<file path="src/sv/isort_pkg.sv">
// Shared types and constants for the insertion sorter.
package isort_pkg;

  localparam int unsigned VAL_W = 32;

  // Per-cycle command broadcast to every cell of the chain.
  typedef struct packed {
    logic insert;  // new value placed into the sorted row
    logic drain;   // row shifts toward cell 0 by one place
  } ctrl_t;

endpackage

</file>
<file path="src/sv/insertion_sorter_core.sv">
// Top level of the stable ascending insertion sorter.
//
//  channel  | ports                                    | transfer when
//  ---------+------------------------------------------+--------------------------
//  input    | start_i, busy_o, value_i                 | start_i high, busy_o low
//  result   | out_valid_o, sorted_value_o, last_o      | out_valid_o high
//
// Each accepted value is placed by a row of COUNT cells: every cell compares
// the broadcast value with its own and either holds, takes the new value, or
// takes its lower neighbor's value. The COUNT-th value of a set starts a drain
// in which the row shifts toward cell 0 and cell 0 is presented; busy_o is high
// for the whole drain. Reset clears the occupancy bits and the drain state;
// cell values are unset. Results cannot be held off by the receiver.
module insertion_sorter_core #(
  parameter int unsigned COUNT = 16
) (
  input  logic                                clk_i,
  input  logic                                rst_ni,
  input  logic                                start_i,
  output logic                                busy_o,
  input  logic signed [isort_pkg::VAL_W-1:0]  value_i,
  output logic                                out_valid_o,
  output logic signed [isort_pkg::VAL_W-1:0]  sorted_value_o,
  output logic                                last_o
);

  localparam int unsigned CNT_W = $clog2(COUNT);

  isort_pkg::ctrl_t                   ctrl;
  logic [COUNT-1:0]                   ins, occ;
  logic signed [isort_pkg::VAL_W-1:0] val [COUNT];

  logic             draining_q, draining_d;
  logic [CNT_W-1:0] cnt_q, cnt_d;
  logic             accept, drain_done;

  assign accept     = start_i && !draining_q;
  assign drain_done = draining_q && (cnt_q == CNT_W'(COUNT - 1));

  assign ctrl.insert = accept;
  assign ctrl.drain  = draining_q;

  // Row of cells; cell 0 holds the smallest value.
  for (genvar i = 0; i < COUNT; i++) begin : g_cell
    logic                               p_ins, p_occ, n_occ;
    logic signed [isort_pkg::VAL_W-1:0] p_val, n_val;

    if (i == 0) begin : g_first
      assign p_ins = 1'b0;
      assign p_occ = 1'b1;
      assign p_val = '0;
    end else begin : g_mid
      assign p_ins = ins[i-1];
      assign p_occ = occ[i-1];
      assign p_val = val[i-1];
    end

    if (i == COUNT - 1) begin : g_last
      assign n_occ = 1'b0;
      assign n_val = '0;
    end else begin : g_up
      assign n_occ = occ[i+1];
      assign n_val = val[i+1];
    end

    isort_cell u_cell (
      .clk_i      (clk_i),
      .rst_ni     (rst_ni),
      .ctrl_i     (ctrl),
      .value_i    (value_i),
      .prev_ins_i (p_ins),
      .prev_occ_i (p_occ),
      .prev_val_i (p_val),
      .next_occ_i (n_occ),
      .next_val_i (n_val),
      .ins_o      (ins[i]),
      .occ_o      (occ[i]),
      .val_o      (val[i])
    );
  end

  // Set completes when the value lands while all but the top cell are full.
  always_comb begin
    draining_d = draining_q;
    cnt_d      = cnt_q;
    if (draining_q) begin
      cnt_d = cnt_q + 1'b1;
      if (drain_done) begin
        draining_d = 1'b0;
        cnt_d      = '0;
      end
    end else if (accept && occ[COUNT-2]) begin
      draining_d = 1'b1;
      cnt_d      = '0;
    end
  end

  always_ff @(posedge clk_i or negedge rst_ni) begin
    if (!rst_ni) begin
      draining_q <= 1'b0;
      cnt_q      <= '0;
    end else begin
      draining_q <= draining_d;
      cnt_q      <= cnt_d;
    end
  end

  assign busy_o         = draining_q;
  assign out_valid_o    = draining_q;
  assign sorted_value_o = val[0];
  assign last_o         = drain_done;

  // A drain starts only with a full row.
  a_full_at_drain: assert property (@(posedge clk_i) disable iff (!rst_ni)
    $rose(draining_q) |-> (&occ))
    else $error("drain started with an empty cell");

  // Every presented result comes from an occupied cell.
  a_out_occupied: assert property (@(posedge clk_i) disable iff (!rst_ni)
    out_valid_o |-> occ[0])
    else $error("result taken from an empty cell");

  // Outside a drain the top cell is never occupied.
  a_top_free: assert property (@(posedge clk_i) disable iff (!rst_ni)
    !draining_q |-> !occ[COUNT-1])
    else $error("row full outside drain");

  // After the final result the row is empty and input is open again.
  a_empty_after_last: assert property (@(posedge clk_i) disable iff (!rst_ni)
    last_o |=> (!busy_o && (occ == '0)))
    else $error("row not cleared after final result");

endmodule

</file>
<file path="src/sv/isort_cell.sv">
// One compare-and-shift cell of the sorting chain.
module isort_cell (
  input  logic                                clk_i,
  input  logic                                rst_ni,
  input  isort_pkg::ctrl_t                    ctrl_i,
  input  logic signed [isort_pkg::VAL_W-1:0]  value_i,
  // from the cell below (toward cell 0)
  input  logic                                prev_ins_i,
  input  logic                                prev_occ_i,
  input  logic signed [isort_pkg::VAL_W-1:0]  prev_val_i,
  // from the cell above
  input  logic                                next_occ_i,
  input  logic signed [isort_pkg::VAL_W-1:0]  next_val_i,
  output logic                                ins_o,
  output logic                                occ_o,
  output logic signed [isort_pkg::VAL_W-1:0]  val_o
);

  logic                               occ_q, occ_d;
  logic signed [isort_pkg::VAL_W-1:0] val_q, val_d;

  // Insertion point at or below this cell: strictly greater, or first free slot.
  assign ins_o = occ_q ? (value_i < val_q) : 1'b1;

  always_comb begin
    occ_d = occ_q;
    val_d = val_q;
    if (ctrl_i.drain) begin
      occ_d = next_occ_i;
      val_d = next_val_i;
    end else if (ctrl_i.insert) begin
      occ_d = occ_q | prev_occ_i;
      if (ins_o && prev_ins_i) begin
        val_d = prev_val_i;
      end else if (ins_o) begin
        val_d = value_i;
      end
    end
  end

  always_ff @(posedge clk_i or negedge rst_ni) begin
    if (!rst_ni) begin
      occ_q <= 1'b0;
    end else begin
      occ_q <= occ_d;
    end
  end

  always_ff @(posedge clk_i) begin
    val_q <= val_d;
  end

  assign occ_o = occ_q;
  assign val_o = val_q;

endmodule
</file>
<file path="config.mk">
export PLATFORM = sky130hd
export DESIGN_NAME = insertion_sorter_core
export DESIGN_NICKNAME = d
export VERILOG_FILES = /design/src/sv/isort_pkg.sv /design/src/sv/insertion_sorter_core.sv /design/src/sv/isort_cell.sv
export SDC_FILE = /design/constraint.sdc
export NUM_CORES = 2
export LEC_CHECK = 0
export ABC_AREA = 1
export ABC_CLOCK_PERIOD_IN_PS = 3650
export BUFFER_PORTS_ARGS = -buffer_cell sky130_fd_sc_hd__buf_2
export CAP_MARGIN = 5
export CORE_MARGIN = 4
export CORE_UTILIZATION = 66
export DETAILED_ROUTE_END_ITERATION = 7
export PLACE_DENSITY = 0.86
export SLEW_MARGIN = 25
export SYNTH_ARGS = -nofsm -noshare
export SYNTH_HDL_FRONTEND = slang
export SYNTH_HIERARCHICAL = 1
export SYNTH_SLANG_ARGS = --single-unit
</file>
<file path="constraint.sdc">
create_clock -name clk_i -period 3.65 [get_ports clk_i]
set_input_delay 0.73 -clock clk_i [delete_from_list [all_inputs] [get_ports clk_i]]
set_output_delay 0.73 -clock clk_i [all_outputs]
set_load 0.02 [all_outputs]
</file>
==> metrics.txt <==
Final Cycle Share 89.2%; FF+latch count, synth 533; critical path peak fanout 32; CTS tree yes; CP Launch Type input port; synthesized area 49200 um2; global-route wire length before repair 196 mm; initial antenna violation count 0; mean area per synthesized cell 7.32 um2; met3 Use GR 3.14%; setup slack, reg-to-reg 750 ps; H-tree Lvls 2; Vert. Die Dim 281 um; CP Launch Point value_i[5]; 1st-pass router iterations 6; critical path arrival 3650 ps; YS warnings 6; Clock Latency Late Sink 650 ps; CP max-delay cell buf_2; fraction of layout cells with a size suffix above 1 14.6%; post-synth cell types 26; setup TNS 0 ps; R2R Path Start g_cell[1].u_cell/val_o[5]; Worst Skew 13.2 ps; Routed Antenna Nets 0; Routed WL per cell 15.1 um; Power Density 1020 nW/um2; clk buf depth 3; final setup violation count 0; die footprint 79000 um2; reg-to-reg endpoint g_cell[1].u_cell/val_o[24]; post-synthesis sequential area ratio 32.3%; synthesis-to-finish area growth 5.73%; # DRC 0; M2 GR Usage 54.9%; f_max 0.307 GHz; CP required 4040 ps; Core Area 73500 um2; min-delay worst type input port to async pin; Final Non-Filler Cells 7781; Final Hold Fails 0; ys flop type edfxtp_1; FF-to-FF path depth 16; postcts setup bufs 0; vias in the first global route 41.6k; Starting DRT DRC Count 3217; ANT cells 0; CP Class input port to flip-flop; Total Routing Usage GR 29.3%; EDFF count, synth 512; num rows 99; GRT overflow 0; Layout Nets 7307; hold-fix buffers at CTS 0; Final Wtd Congestion 0.847; Resize count post-CTS 0; peak supply drop 0.990 mV; vias 41.7k; CTS Root Cell clkbuf_16; max-slew violations 0; CTS clk-pin slew, worst paths 60 ps; Initial Util 67.0%; CP max stage delay 570 ps; total CTS buffers 61; placed cells 7671; asr flop ratio synth 3.94%; I/O pins 70; number of max-cap violations 0; CP endpoint kind flip-flop; Num Clock Sinks 533; vias per inst 5.36; busiest layer in global routing met2; relative slew slack 42.4%; minimum clock period 3260 ps; Top cell by count, worst path nand2_1; largest net degree at the start of global routing 112; Mapped Cells 6723; number of port buffers 69; final wirelength 117 mm; Final HPWL DP 86.0 mm; crit path cell chain buf_2 > ha_1 > a21oi_1 > nor2_1 > nor3_2 > nand2_1 > nand2_1 > nand2_1 > nand2_1 > nand2_1 > nand2_2 > nand3_4 > nand2_8 > nand2_1 > nand3_1 > nand2_1; final core occ 70.9%; RSZ-0062 raised after global routing no; pin slew with the least headroom to its limit 863 ps; Die X 281 um; Leakage 29.0 nW; status complete, no violations; met1 usage 35.1%
## synth_stat cells, types with 17 or more instances
| master | count | area, um2 |
|---|---|---|
| edfxtp_1 | 512 | 15400 |
| inv_1 | 1651 | 6200 |
| ha_1 | 497 | 6220 |
| buf_4 | 97 | 728 |
| nand3_2 | 162 | 1620 |
| o21ai_0 | 50 | 250 |
| nand3_1 | 913 | 4570 |
| nand2_1 | 1595 | 5990 |
| clkbuf_1 | 112 | 420 |
| nand4_1 | 17 | 106 |
| nand2_2 | 497 | 3110 |
| dfrtp_1 | 21 | 526 |
| buf_12 | 48 | 961 |
| a21oi_1 | 242 | 1210 |
| nor2_1 | 162 | 608 |
## flip-flops by register name, summed over array words and instances (netlist names)
name                 cells
g_cell.u_cell/val_o    512
g_cell.u_cell/occ_o     16
cnt_q                    4
busy_o                   1
## per-stage QoR
stage          power, mW  hold slack [ps]  setup WS [ps]  cell area, um2
6_report            53.1              136            393           52000
3_3_place_gp        45.0              521           -108           50200
3_5_place_dp        46.6              528           -223           50200
2_1_floorplan       41.3              434            521           49500
5_1_grt             57.8              157            198           52000
4_1_cts             52.9              120            433           52000
## how the worst max path moves through the flow
stage                                             to  slack [ps]  depth (start not counted)
after floorplan           g_cell[10].u_cell/val_o[0]         520                         11
after global placement    g_cell[1].u_cell/val_o[19]        -110                         16
after detailed placement   g_cell[6].u_cell/val_o[0]        -220                         16
after CTS                  g_cell[6].u_cell/val_o[0]         430                         16
after global routing      g_cell[7].u_cell/val_o[31]         200                         16
final                      g_cell[6].u_cell/val_o[0]         390                         16
## final cells by class
class	instances	area, um2
flip-flops and latches	533	15900
multi-input cells	4314	25100
clock buffers	96	1750
repair buffers	197	1690
well taps	959	1200
inverters	1668	6260
fillers	5680	21400
clock inverters	14	113
## logic make-up (layout without fill, tap and decap cells)
| family | after synthesis | after routing | synth area share [%] |
|---|---|---|---|
| other | 2 | 67 | 0.0153 |
| AO/OA/AOI/OAI | 340 | 340 | 3.66 |
| AND/OR/NAND/NOR | 3410 | 3410 | 34.2 |
| flip-flops | 533 | 533 | 32.3 |
| buffers and inverters | 1941 | 1975 | 17.2 |
| adder cells (fa/ha/maj) | 497 | 497 | 12.6 |
## worst max-delay path: cells and delay by family
family	cells	cell delay, ps
AND/OR/NAND/NOR	13	1740
buffers and inverters	1	570
adder cells (fa/ha/maj)	1	370
AO/OA/AOI/OAI	1	170
## placed cells by master, fill, tap and decap left out, types with 17 or more instances in the layout
cell       count
o21ai_0       50
dfrtp_1       20
clkinv_1      23
conb_1        67
nand3_2      162
buf_2         69
buf_4         97
nand3_1      913
edfxtp_1     512
nand2_1     1595
a21oi_1      242
nor2_1       161
nand4_1       17
buf_12        31
ha_1         497
inv_1       1651
clkbuf_1      27
clkbuf_16     62
nand2_2      497
## routing by layer
metal / up-vias / wire [um]
met4: 0 / 3040
met3: 227 / 6910
met5: - / 0
met1: 19144 / 47500
li1: 20909 / -
met2: 1414 / 59900
## report_power, final
part           switching [mW]  internal [mW]  leakage [nW]  total [mW]
clock network            2.57           3.33         0.904        5.90
logic                    21.7           10.7          22.5        32.4
registers                2.72           12.1          5.58        14.9
(Power assumes the default switching activity.)
